File: src/rtl/core/rppe_pkg.sv
// shared types and constants for the robust peak-to-peak envelope block
// no dependencies; used by every module in rtl/core

package rppe_pkg;

    typedef enum logic [1:0] {
        OP_ADD   = 2'd0,
        OP_CLOSE = 2'd1,
        OP_CLEAR = 2'd2,
        OP_NONE  = 2'd3
    } op_t;

    localparam int unsigned SUM_BITS = 22;
    localparam logic [SUM_BITS-1:0] SUM_MAX = {SUM_BITS{1'b1}};

    // one item moving from the input register into the result register
    typedef struct packed {
        logic fire;
        op_t  op;
    } step_t;

endpackage

File: src/rtl/core/rppe_tracker.sv
// window trackers: smallest, second smallest, largest, second largest
// depends on rppe_pkg

module rppe_tracker #(
    parameter int unsigned SAMPLE_BITS = 12
) (
    input  logic                   aclk,
    input  logic                   aresetn,
    input  rppe_pkg::step_t        step,
    input  logic [SAMPLE_BITS-1:0] sample,
    output logic [SAMPLE_BITS-1:0] low_second,
    output logic [SAMPLE_BITS-1:0] high_second,
    output logic                   win_full
);

    logic [SAMPLE_BITS-1:0] low_first_reg,   low_first_next;
    logic [SAMPLE_BITS-1:0] low_second_reg,  low_second_next;
    logic [SAMPLE_BITS-1:0] high_first_reg,  high_first_next;
    logic [SAMPLE_BITS-1:0] high_second_reg, high_second_next;
    logic [1:0]             seen_reg,        seen_next;

    always_comb begin
        low_first_next   = low_first_reg;
        low_second_next  = low_second_reg;
        high_first_next  = high_first_reg;
        high_second_next = high_second_reg;
        seen_next        = seen_reg;
        if (step.fire) begin
            unique case (step.op)
                rppe_pkg::OP_ADD: begin
                    if (seen_reg == 2'd0) begin
                        low_first_next   = sample;
                        high_first_next  = sample;
                        low_second_next  = '0;
                        high_second_next = '0;
                        seen_next        = 2'd1;
                    end else if (seen_reg == 2'd1) begin
                        // second sample always fills the second slots
                        if (sample < low_first_reg) begin
                            low_second_next = low_first_reg;
                            low_first_next  = sample;
                        end else begin
                            low_second_next = sample;
                        end
                        if (sample > high_first_reg) begin
                            high_second_next = high_first_reg;
                            high_first_next  = sample;
                        end else begin
                            high_second_next = sample;
                        end
                        seen_next = 2'd2;
                    end else begin
                        if (sample < low_first_reg) begin
                            low_second_next = low_first_reg;
                            low_first_next  = sample;
                        end else if (sample < low_second_reg) begin
                            low_second_next = sample;
                        end
                        if (sample > high_first_reg) begin
                            high_second_next = high_first_reg;
                            high_first_next  = sample;
                        end else if (sample > high_second_reg) begin
                            high_second_next = sample;
                        end
                    end
                end
                rppe_pkg::OP_CLOSE: begin
                    seen_next = 2'd0;
                end
                rppe_pkg::OP_CLEAR,
                rppe_pkg::OP_NONE: begin
                end
                default: begin
                end
            endcase
        end
    end

    always_ff @(posedge aclk) begin
        if (!aresetn) begin
            seen_reg <= 2'd0;
        end else begin
            seen_reg <= seen_next;
        end
    end

    // tracker values are only read once the window holds two samples
    always_ff @(posedge aclk) begin
        low_first_reg   <= low_first_next;
        low_second_reg  <= low_second_next;
        high_first_reg  <= high_first_next;
        high_second_reg <= high_second_next;
    end

    assign low_second  = low_second_reg;
    assign high_second = high_second_reg;
    assign win_full    = (seen_reg == 2'd2);

endmodule

File: src/rtl/core/rppe_accum.sv
// span computation and saturating span sum / window count
// depends on rppe_pkg

module rppe_accum #(
    parameter int unsigned SAMPLE_BITS = 12,
    parameter int unsigned MAX_WINDOWS = 1024,
    parameter int unsigned COUNT_BITS  = $clog2(MAX_WINDOWS + 1)
) (
    input  logic                          aclk,
    input  logic                          aresetn,
    input  rppe_pkg::step_t               step,
    input  logic [SAMPLE_BITS-1:0]        low_second,
    input  logic [SAMPLE_BITS-1:0]        high_second,
    input  logic                          win_full,
    output logic [rppe_pkg::SUM_BITS-1:0] span_sum,
    output logic [COUNT_BITS-1:0]         window_count,
    output logic [SAMPLE_BITS-1:0]        last_span,
    output logic                          span_valid
);

    localparam logic [COUNT_BITS-1:0] COUNT_MAX = COUNT_BITS'(MAX_WINDOWS);

    logic [rppe_pkg::SUM_BITS-1:0] sum_reg,   sum_next;
    logic [COUNT_BITS-1:0]         count_reg, count_next;
    logic [SAMPLE_BITS-1:0]        span;
    logic [rppe_pkg::SUM_BITS:0]   sum_wide;
    logic                          closing;

    assign span     = (high_second > low_second) ? (high_second - low_second) : '0;
    assign sum_wide = {1'b0, sum_reg} + (rppe_pkg::SUM_BITS + 1)'(span);
    assign closing  = step.fire && (step.op == rppe_pkg::OP_CLOSE) && win_full;

    always_comb begin
        sum_next   = sum_reg;
        count_next = count_reg;
        if (step.fire) begin
            unique case (step.op)
                rppe_pkg::OP_CLOSE: begin
                    if (win_full) begin
                        sum_next = sum_wide[rppe_pkg::SUM_BITS]
                                   ? rppe_pkg::SUM_MAX
                                   : sum_wide[rppe_pkg::SUM_BITS-1:0];
                        if (count_reg < COUNT_MAX) begin
                            count_next = count_reg + 1'b1;
                        end
                    end
                end
                rppe_pkg::OP_CLEAR: begin
                    sum_next   = '0;
                    count_next = '0;
                end
                rppe_pkg::OP_ADD,
                rppe_pkg::OP_NONE: begin
                end
                default: begin
                end
            endcase
        end
    end

    always_ff @(posedge aclk) begin
        if (!aresetn) begin
            sum_reg   <= '0;
            count_reg <= '0;
        end else begin
            sum_reg   <= sum_next;
            count_reg <= count_next;
        end
    end

    // result fields reflect the state after this item
    assign span_sum     = sum_next;
    assign window_count = count_next;
    assign last_span    = closing ? span : '0;
    assign span_valid   = closing;

endmodule

File: src/rtl/core/robust_peak_to_peak_envelope.sv
// top level: input register, tracker and accumulator, result register
// depends on rppe_pkg, rppe_tracker, rppe_accum
//
//  channel | direction | tdata (low bit up)                      | tuser
//  s_      | in        | sample                                  | op
//  m_      | out       | span_sum, window_count, last_span       | span_valid
//
// one beat in and one beat out per cycle when neither side stalls; each beat passes
// through the input register and then the result register
// aresetn is synchronous and active low; it clears both valid flags, the window
// sample count and the accumulators
// a stalled result beat holds in the result register while one more input beat
// waits in the input register; s_tready drops only when both are full

module robust_peak_to_peak_envelope #(
    parameter int unsigned SAMPLE_BITS = 12,
    parameter int unsigned MAX_WINDOWS = 1024,
    localparam int unsigned IN_W       = ((SAMPLE_BITS + 7) / 8) * 8,
    localparam int unsigned COUNT_BITS = $clog2(MAX_WINDOWS + 1),
    localparam int unsigned OUT_RAW    = rppe_pkg::SUM_BITS + COUNT_BITS + SAMPLE_BITS,
    localparam int unsigned OUT_W      = ((OUT_RAW + 7) / 8) * 8
) (
    input  logic                    aclk,
    input  logic                    aresetn,
    input  logic                    s_tvalid,
    output logic                    s_tready,
    input  logic [IN_W-1:0]         s_tdata,   // sample
    input  logic [1:0]              s_tuser,   // op
    output logic                    m_tvalid,
    input  logic                    m_tready,
    output logic [OUT_W-1:0]        m_tdata,   // span_sum, window_count, last_span
    output logic                    m_tuser    // span_valid
);

    logic                   in_valid_reg;
    rppe_pkg::op_t          in_op_reg;
    logic [SAMPLE_BITS-1:0] in_sample_reg;
    logic                   out_valid_reg;
    logic [OUT_W-1:0]       out_data_reg;
    logic                   out_user_reg;

    logic                          advance;
    rppe_pkg::step_t               step;
    logic [SAMPLE_BITS-1:0]        low_second;
    logic [SAMPLE_BITS-1:0]        high_second;
    logic                          win_full;
    logic [rppe_pkg::SUM_BITS-1:0] span_sum;
    logic [COUNT_BITS-1:0]         window_count;
    logic [SAMPLE_BITS-1:0]        last_span;
    logic                          span_valid;

    assign advance   = in_valid_reg && (!out_valid_reg || m_tready);
    assign s_tready  = !in_valid_reg || advance;
    assign step.fire = advance;
    assign step.op   = in_op_reg;

    always_ff @(posedge aclk) begin
        if (!aresetn) begin
            in_valid_reg  <= 1'b0;
            out_valid_reg <= 1'b0;
        end else begin
            if (s_tready) begin
                in_valid_reg <= s_tvalid;
            end
            if (advance) begin
                out_valid_reg <= 1'b1;
            end else if (m_tready) begin
                out_valid_reg <= 1'b0;
            end
        end
    end

    always_ff @(posedge aclk) begin
        if (s_tready && s_tvalid) begin
            in_op_reg     <= rppe_pkg::op_t'(s_tuser);
            in_sample_reg <= s_tdata[SAMPLE_BITS-1:0];
        end
        if (advance) begin
            out_data_reg <= OUT_W'({last_span, window_count, span_sum});
            out_user_reg <= span_valid;
        end
    end

    rppe_tracker #(
        .SAMPLE_BITS(SAMPLE_BITS)
    ) u_tracker (
        .aclk       (aclk),
        .aresetn    (aresetn),
        .step       (step),
        .sample     (in_sample_reg),
        .low_second (low_second),
        .high_second(high_second),
        .win_full   (win_full)
    );

    rppe_accum #(
        .SAMPLE_BITS(SAMPLE_BITS),
        .MAX_WINDOWS(MAX_WINDOWS),
        .COUNT_BITS (COUNT_BITS)
    ) u_accum (
        .aclk        (aclk),
        .aresetn     (aresetn),
        .step        (step),
        .low_second  (low_second),
        .high_second (high_second),
        .win_full    (win_full),
        .span_sum    (span_sum),
        .window_count(window_count),
        .last_span   (last_span),
        .span_valid  (span_valid)
    );

    assign m_tvalid = out_valid_reg;
    assign m_tdata  = out_data_reg;
    assign m_tuser  = out_user_reg;

endmodule

File: config.mk
export PLATFORM = sky130hd
export DESIGN_NAME = robust_peak_to_peak_envelope
export DESIGN_NICKNAME = d
export VERILOG_FILES = /design/src/rtl/core/rppe_pkg.sv /design/src/rtl/core/rppe_tracker.sv /design/src/rtl/core/rppe_accum.sv /design/src/rtl/core/robust_peak_to_peak_envelope.sv
export SDC_FILE = /design/constraint.sdc
export NUM_CORES = 1
export LEC_CHECK = 0
export ABC_AREA = 1
export BUFFER_PORTS_ARGS = -buffer_cell sky130_fd_sc_hd__buf_2
export CAP_MARGIN = 20
export CORE_AREA = 2 2 151 94
export DETAILED_ROUTE_END_ITERATION = 12
export DIE_AREA = 0 0 153 96
export GPL_TIMING_DRIVEN = 0
export PLACE_DENSITY = 0.84
export SETUP_SLACK_MARGIN = 0.05
export SYNTH_ARGS = -nofsm -noshare
export SYNTH_HDL_FRONTEND = slang
export SYNTH_SLANG_ARGS = --single-unit
File: constraint.sdc
create_clock -name aclk -period 5.33 [get_ports aclk]
set_input_delay 0.2665 -clock aclk [delete_from_list [all_inputs] [get_ports aclk]]
set_output_delay 0.2665 -clock aclk [all_outputs]
set_load 0.05 [all_outputs]
* Word-level counts from Yosys, hierarchy flattened *
Index checks and enable logic that the tools add are counted.

cells by class
  multiplexer cells = 26
  reductions and logical operators = 21
  magnitude comparators = 6
  $add $sub $neg = 3
  eq/ne operators = 5

operators with widths
  kind                     count
  $mux W12                 13
  $mux W22                 3
  $pmux W22 S2             1
  $gt A12 B12 Y1           3
  $mux W11                 3
  $lt A12 B12 Y1           2
  $add A22 B12 Y23         1
  $pmux W11 S2             1
  $reduce_and A3 Y1        5
  $sub A12 B12 Y12         1
  $add A11 B1 Y11 const B  1
  $lt A11 B11 Y1 const B   1
  $reduce_bool A2 Y1       4
  $reduce_bool A4 Y1       2
  $eq A2 B1 Y1 const B     2
  $eq A2 B2 Y1 const B     2
  $logic_and A1 B1 Y1      4
  $logic_not A2 Y1         2
  $mux W2                  2
  $pmux W2 S2              1
  $ne A3 B1 Y1 const B     1
  $logic_not A1 Y1         2
  $logic_or A1 B1 Y1       2
  $mux W1                  2

word-level totals
  word-level logic and storage cells = 75
  input bits = 22
  flip-flop bits (word level) = 145
  output and inout bits = 51

* Logic depth before layout (Yosys ltp) *
Gate-level depths: netlist of run 1.

  depth after elaboration = 7
  mapped depth = 22
  gate-level depth less buffers = 21

* Hierarchy *
Synthesis of run 1 repeated with hierarchy kept, for this count alone.

unflattened totals
  cell total of the unflattened synthesis = 1038
  area, all modules = 8833.5 µm²

modules (own cells, without submodules)
  module                        times used  area each (µm²)  cells each
  rppe_accum                    1           3527.1           585
  rppe_tracker                  1           3383.2           376
  robust_peak_to_peak_envelope  1           1923.1           77

* Worst setup path after synthesis of run 1 *
Ideal clock, no wire load.

  path type = register to register
  from = reg u_tracker.low_second_reg[0] (netlist: u_tracker.low_second[0])
  to = reg out_data_reg[1] (netlist: m_tdata[1]) (data pin)
  arrival = 3111 ps
  stages on the path, launching flop included = 20
  path slack = 1961 ps
  clock period less this slack = 3369 ps
  data required time = 5072 ps
  path through = edfxtp_1 > ha_1 > fa_1 > o21ai_1 > nand3_1 > o211ai_1 > nand2_2 > buf_2 > nor2_1 > ha_1 > or2_0 > nand3b_1 > nand2_1 > nand2_1 > nand2_2 > nand2_2 > nand2_1 > buf_6 > o21ai_2 > nand2_1

between the ends
  cells in the longest elaborated chain, start to end = 7
  elaborated cells between the ends (all ways) = 8

ends and longest elaborated chain
  item                                                RTL line                            source
  start: declaration                                  rppe_tracker.sv:17                  logic [SAMPLE_BITS-1:0] low_second_reg, low_second_next;
  start signal: assignment                            rppe_tracker.sv:90                  low_second_reg <= low_second_next;
  $sub A12 B12 Y12 or $gt A12 B12 Y1 (tied branches)  rppe_accum.sv:29                    assign span = (high_second > low_second) ? (high_second - low_second) : '0;
  $mux W12 (*)                                        rppe_accum.sv:29
  via u_accum.span[3]                                 rppe_accum.sv:25                    logic [SAMPLE_BITS-1:0] span;
  $add A22 B12 Y23 (*)                                rppe_accum.sv:30                    assign sum_wide = {1'b0, sum_reg} + (rppe_pkg::SUM_BITS + 1)'(span);
  $mux W22 (*)                                        rppe_accum.sv:41                    ? rppe_pkg::SUM_MAX
  $mux W22 (*)                                        rppe_accum.sv:39                    if (win_full) begin
  $pmux W22 S2 (*)                                    rppe_accum.sv:37                    unique case (step.op)
  $mux W22 (*)                                        rppe_accum.sv:36                    if (step.fire) begin
  via span_sum (one bit)                              robust_peak_to_peak_envelope.sv:47  logic [rppe_pkg::SUM_BITS-1:0] span_sum;
  end signal: assignment                              robust_peak_to_peak_envelope.sv:79  out_data_reg <= OUT_W'({last_span, window_count, span_sum});
  end: declaration                                    robust_peak_to_peak_envelope.sv:39  logic [OUT_W-1:0] out_data_reg;

Mark *: on every way through the listed nets, which the timed path passes. The rest lies on a longest branch.
A chain may end at the register's enable or synchronous reset.

* Final worst setup path of run 1 *
  from = reg u_tracker.high_second_reg[0] (netlist: u_tracker.high_second[0])
  to = reg out_data_reg[1] (netlist: m_tdata[1]) (data pin)

between the ends
  cells in the longest elaborated chain, start to end = 7
  elaborated cells between the ends (all ways) = 8

ends and longest elaborated chain
  item                                                RTL line                            source
  start: declaration                                  rppe_tracker.sv:19                  logic [SAMPLE_BITS-1:0] high_second_reg, high_second_next;
  start signal: assignment                            rppe_tracker.sv:92                  high_second_reg <= high_second_next;
  $sub A12 B12 Y12 or $gt A12 B12 Y1 (tied branches)  rppe_accum.sv:29
  $mux W12 (*)                                        rppe_accum.sv:29
  via u_accum.span[9]                                 rppe_accum.sv:25
  $add A22 B12 Y23 (*)                                rppe_accum.sv:30
  $mux W22 (*)                                        rppe_accum.sv:41
  $mux W22 (*)                                        rppe_accum.sv:39
  $pmux W22 S2 (*)                                    rppe_accum.sv:37
  $mux W22 (*)                                        rppe_accum.sv:36
  via span_sum (one bit)                              robust_peak_to_peak_envelope.sv:47

Marks and branches as above.

==> results of run 1 <==
-- Yosys cell counts (10+ instances only) --
cell type  instances
nor2_1           102
edfxtp_1         108
a21oi_1           80
buf_2             10
ha_1              73
nor3_1            31
inv_1            130
nand2_1          209
dfxtp_1           37
o21ai_2           10
o21ai_0           29
nand3_1           61
-- worst paths after layout --
path	end	slack [ns]	depth (start not counted)	startpoint
worst max-delay path	m_tdata[1]	1.21	21	u_tracker.high_second[0]
worst min-delay path	in_sample_reg[9]	0.005	1	s_tdata[9]
worst max register to register	m_tdata[1]	1.21	21	u_tracker.high_second[0]
worst min register to register	u_accum.sum_reg[21]	0.51	2	u_accum.sum_reg[21]
-- power breakdown --
group	leakage [nW]	total, mW	internal, mW	switching (mW)
Combinational	2.73	0.279	0.0784	0.201
Clock	0.284	1.17	0.627	0.546
Sequential	1.31	1.27	1.24	0.0258
-- cell type report --
cell class / instances / area, µm²
flip-flops and latches: 145 / 3980
plain buffers: 24 / 121
multi-input cells: 676 / 3850
well taps: 175 / 219
inverters: 134 / 503
fillers: 964 / 3720
clock buffers: 17 / 425
repair buffers: 69 / 360
clock inverters: 15 / 155
-- stage by stage --
stage,util,setup WS [ns],cells
after floorplan,-,1.96,979
after global placement,0.675,1.39,1219
after detailed placement,0.675,1.36,1219
after CTS,0.718,1.31,1251
after global routing,0.721,0.937,1255
final,0.721,1.21,1255
-- layer usage --
layer,track usage,up-vias,share of wire
met3,0.0594,32,0.094
li1,-,3458,-
met1,0.398,3207,0.46
met5,0,-,0
met2,0.450,306,0.43
met4,0.0779,0,0.013
-- critical path: stages (launching register included) --
cell and delay [ns]:
edfxtp_1 0.38, inv_1 0.06, ha_1 0.22, fa_1 0.43, o21ai_1 0.35, nand3_1 0.13
o211ai_1 0.13, nand2_2 0.14, buf_2 0.21, nor2_1 0.23, ha_1 0.32, nand2_1 0.13
inv_1 0.06, nand2_1 0.06, nand2_1 0.07, a21oi_1 0.16, nand2_2 0.15, nand2_2 0.11
nand2_1 0.08, buf_6 0.17, o21ai_2 0.15, nand2_1 0.12
-- cells by family after synthesis --
group | share of synthesized area
compound gates | 0.0899
buf+inv | 0.0739
xor+xnor | 0.0166
other cells | 0.000444
flops | 0.471
simple gates | 0.235
fa+ha+maj | 0.113
-- repair_timing --
| action | in CTS | in global routing |
|---|---|---|
| setup endpoints to repair | 0 | 0 |
| hold buffers | 0 | 2 |
| endpoints found under the hold margin | 0 | 2 |
==> flow_summary.json, run 1 <==
{
  "htreeDepth": 4,
  "synthToLayoutAreaGrowth_pct": 13.8,
  "drtIter0Drc": 576,
  "startpoint_type": "flop",
  "synth_edf_count": 108,
  "power_mw": 2.72,
  "max_freq_mhz": 243,
  "drc": 0,
  "ys_top_cells_by_area": "edfxtp_1, ha_1, nand2_1, dfxtp_1, inv_1",
  "hold_ws_ns": 0.00517,
  "rows": 33,
  "clk_pin_slew_worst_paths_ns": 0.07,
  "tightest_slew_ns": 1.04,
  "diodes": 0,
  "synth_top_area_frac": 0.384,
  "dieArea_mm2": 0.0147,
  "cts_root_buf": "clkbuf_16",
  "synth_seq_cells": 145,
  "largest_reg_flops": 45,
  "mostFrequentLayoutCells": "nand2_1, inv_1, edfxtp_1, nor2_1, a21oi_1",
  "die_y_um": 96,
  "yosysSeqAreaShare": 0.471,
  "viasPerCell": 5.58,
  "slew_headroom": 0.308,
  "drt-total-wl_um": 20000,
  "avgRoutedWirePerCell_um": 15.9,
  "period_needed_ns": 4.12,
  "leakagePower_nw": 4.33,
  "final_common_cell": "nand2_1",
  "arrival_ns": 4.28,
  "synth-main-ff-cell": "edfxtp_1",
  "start_util": 0.634,
  "clock_latency_ns": 0.43,
  "grt_max_degree": 48,
  "clock_path_buffers": 2,
  "grt_pass1_vias": 6632,
  "drive_gt1_frac": 0.135,
  "antenna_found_initial": 0,
  "vias": 7003,
  "synth_area_mm2": 0.00845,
  "synth_cell_types": 46,
  "dieWidth_um": 153,
  "rsz0062_at_grt": "false",
  "track_usage": 0.282,
  "fin_area_mm2": 0.00962,
  "synthCells": 977,
  "portBuffers": 65,
  "worstSetupEndpointType": "flop",
  "grt_overflow": 0,
  "syn_area_per_cell_um2": 8.65,
  "gp_congestion": 0.931,
  "grt_pass1_wl_um": 32200,
  "yosys_warnings": 0,
  "nets": 1164,
  "ir_worst_vdd_uv": 209,
  "maxCapViolations": 0,
  "final_hold_viol_count": 0,
  "fin_crit_sh": 0.773,
  "hold_class": "in2reg",
  "setup_tns_ns": 0,
  "power_density_mw_per_mm2": 283,
  "async_flop_share": 0,
  "critPathKind": "reg2reg",
  "cts_setup_buffers": 0,
  "outcome": "finished clean",
  "dpl.hpwl_um": 14600,
  "path_max_fanout": 10,
  "required_ns": 5.49,
  "post_dp_cell_area_mm2": 0.00900,
  "clock_sinks": 145,
  "clock_skew_ns": 0.0113,
  "cts_resized": 0,
  "ios": 73,
  "drv_slew": 0,
  "cts_tree": "built",
  "yosysTopAreaCell": "edfxtp_1",
  "core-area_mm2": 0.0133,
  "ant_nets": 0,
  "numCtsBuffers": 17,
  "firstDrtPassIters": 6,
  "setup_violations": 0
}
Power figures use the tool's default switching activity.
==> run 2: changes to the inputs <==
--- a/config.mk
+++ b/config.mk
@@ -8,11 +8,11 @@
 export ABC_AREA = 1
 export BUFFER_PORTS_ARGS = -buffer_cell sky130_fd_sc_hd__buf_2
 export CAP_MARGIN = 20
-export CORE_AREA = 2 2 151 94
+export CORE_AREA = 2 2 164 102
 export DETAILED_ROUTE_END_ITERATION = 12
-export DIE_AREA = 0 0 153 96
+export DIE_AREA = 0 0 166 104
 export GPL_TIMING_DRIVEN = 0
-export PLACE_DENSITY = 0.84
+export PLACE_DENSITY = 0.76
 export SETUP_SLACK_MARGIN = 0.05
 export SYNTH_ARGS = -nofsm -noshare
 export SYNTH_HDL_FRONTEND = slang
==> constraint.sdc (replaced) <==
create_clock -name aclk -period 3.7 [get_ports aclk]
set_input_delay 0.185 -clock aclk [delete_from_list [all_inputs] [get_ports aclk]]
set_output_delay 0.185 -clock aclk [all_outputs]
set_load 0.05 [all_outputs]
==> run 2 against run 1 <==
Net effect: global-route usage is 4.4 points lower; register-to-register slack worse by 1.1 ns; routed wire length is 4.4% higher; combinational power is 62% higher; clock power is 53% higher; critical endpoint is now m_tdata[4]; clock-buffer cell count stayed put; critical path depth is 1 lower; hold slack better by 0.023 ns; sequential power is 44% higher; first-iteration DRC count is 3.3% higher; largest power group unchanged; total power is 49% higher.
==> flow_summary.json, run 2 (synthesized netlist as in run 1, its figures left out) <==
{
  "ir_worst_vdd_uv": 314,
  "post-route-util": 0.653,
  "nets": 1198,
  "leakagePower_nw": 4.56,
  "cp_cell_sequence": "ha_4 > fa_2 > o21ai_2 > nand3_1 > o211ai_1 > nand2_2 > clkbuf_16 > nor2_1 > ha_1 > nand2_1 > inv_1 > nand2_2 > nor3_2 > nand2_2 > nand2_4 > nand2_4 > nand2_4 > clkbuf_16 > o21ai_4 > nand2_2",
  "dpl.hpwl_um": 14600,
  "grt_max_degree": 48,
  "max_freq_mhz": 281,
  "hold_path_depth": 2,
  "maxCapViolations": 0,
  "startpoint_type": "flop",
  "path_max_fanout": 5,
  "post_dp_cell_area_mm2": 0.00905,
  "synthToLayoutAreaGrowth_pct": 22.2,
  "final_cells": 1323,
  "grt_overflow": 0,
  "viasPerCell": 5.38,
  "numCtsBuffers": 17,
  "setup_violations": 0,
  "arrival_ns": 3.75,
  "dieArea_mm2": 0.0173,
  "power_density_mw_per_mm2": 394,
  "slew_headroom": 0.612,
  "fillCellCount": 1218,
  "worstSetupEndpointType": "flop",
  "clock_latency_ns": 0.44,
  "die_y_um": 104,
  "vias": 7118,
  "crit_slowest_cell": "edfxtp_1",
  "clk_pin_slew_worst_paths_ns": 0.07,
  "dieWidth_um": 166,
  "rows": 36,
  "gp_congestion": 0.962,
  "multi_input_area_mm2": 0.00413,
  "outcome": "finished clean",
  "fin_area_mm2": 0.0103,
  "max_stage_delay_ns": 0.50,
  "hold_class": "in2reg",
  "ios": 73,
  "drtIter0Drc": 595,
  "crit_top_cell": "nand2_2",
  "fin_crit_sh": 0.963,
  "drive_gt1_frac": 0.193,
  "drv_slew": 0,
  "largest_reg_flops": 45,
  "ant_nets": 0,
  "clock_sinks": 145,
  "clock_skew_ns": 0.0178,
  "final_hold_viol_count": 0,
  "critPathKind": "reg2reg",
  "grt_pass1_wl_um": 33100,
  "diodes": 0,
  "cts_tree": "built",
  "period_needed_ns": 3.56,
  "clock_path_buffers": 2,
  "core-area_mm2": 0.0158,
  "regArea_mm2": 0.00398,
  "hold_ws_ns": 0.0282,
  "r2r_slack_ns": 0.14,
  "rr_startpoint": "u_tracker.low_second[0]",
  "timing.rr.end": "m_tdata[4]",
  "min_from": "aresetn",
  "track_usage": 0.238,
  "antenna_found_initial": 0,
  "r2r_cells": 20,
  "dp_cells": 1254,
  "drt-total-wl_um": 20900,
  "tightest_slew_ns": 0.582,
  "setup_tns_ns": 0,
  "portBuffers": 65,
  "drc": 0,
  "avgRoutedWirePerCell_um": 15.8,
  "firstDrtPassIters": 5,
  "required_ns": 3.88,
  "mostFrequentLayoutCells": "nand2_1, inv_1, edfxtp_1, nor2_1, a21oi_1",
  "final_common_cell": "nand2_1",
  "cts_root_buf": "clkbuf_16",
  "start_util": 0.534,
  "hold_end": "u_accum.count_reg[10]",
  "rsz0062_at_grt": "true",
  "grt_pass1_vias": 6734,
  "htreeDepth": 4
}
-- run 2: cell types whose count changed in the layout (fill, tap and decap cells not counted), moves of 7 or more --
| cell | before | now |
|---|---|---|
| dlygate4sd3_1 | 2 | 14 |
| ha_4 | 0 | 7 |
| nand2_2 | 4 | 16 |
| buf_4 | 5 | 23 |
| ha_1 | 73 | 63 |
| nand2_1 | 209 | 193 |
| nor2_1 | 102 | 94 |
-- run 2: worst max-delay path: cells and delay by family, from the launching register on --
family	cells	cell delay [ns]
DFF	1	0.50
adders and majority gates	3	0.89
and+or+nand+nor	11	1.02
buffers and inverters	3	0.43
AOI/OAI and AO/OA	3	0.47
-- run 2: metal layers --
| metal | routed length [µm] | vias up | GRT usage |
|---|---|---|---|
| li1 | - | 3532 | - |
| met1 | 10200 | 3262 | 0.362 |
| met2 | 8880 | 296 | 0.353 |
| met3 | 1530 | 28 | 0.0388 |
| met4 | 291 | 0 | 0.0658 |
| met5 | 0 | - | 0 |
-- run 2: area by class of cell --
class                           instances  area share
Buffer                                 24      0.0137
Clock buffer                           17      0.0412
Clock inverter                         15      0.0182
Inverter                              134      0.0487
Multi-Input combinational cell        676       0.400
Sequential cell                       145       0.386
Tap cell                              209      0.0253
Timing Repair Buffer                  103      0.0675
-- run 2: report_power, final --
part           internal [mW]  switching, mW
sequential              1.79         0.0370
combinational          0.147          0.304
clock                  0.975          0.815
total                   2.91           1.16
-- run 2: per-stage QoR --
stage | power (mW) | setup WS (ns)
floorplan | 2.15 | 0.331
global placement | 2.24 | -0.311
detailed placement | 2.25 | -0.368
CTS | 4.04 | 0.0631
global route | 4.20 | -0.0203
finish | 4.07 | 0.135
-- run 2: timing repair --
item / 4_1_cts / 5_1_grt
buffers inserted: 5 / 14
hold endpoints to repair: 14 / 0
hold buffers: 14 / 0
endpoints found under the setup margin: 44 / 44
pin swaps: 4 / 18
resized for setup: 10 / 61
gates cloned: 0 / 2
-- run 2: worst max path at each step --
stage               depth (start not counted)     endpoint                     from  slack (ns)
floorplan                                  19   m_tdata[1]  u_tracker.low_second[0]        0.33
global placement                           20   m_tdata[1]  u_tracker.low_second[0]       -0.31
detailed placement                         20   m_tdata[1]  u_tracker.low_second[0]       -0.37
CTS                                        19   m_tdata[1]  u_tracker.low_second[0]        0.06
global route                               22  m_tdata[18]  u_tracker.low_second[0]       -0.02
finish                                     20   m_tdata[4]  u_tracker.low_second[0]        0.14
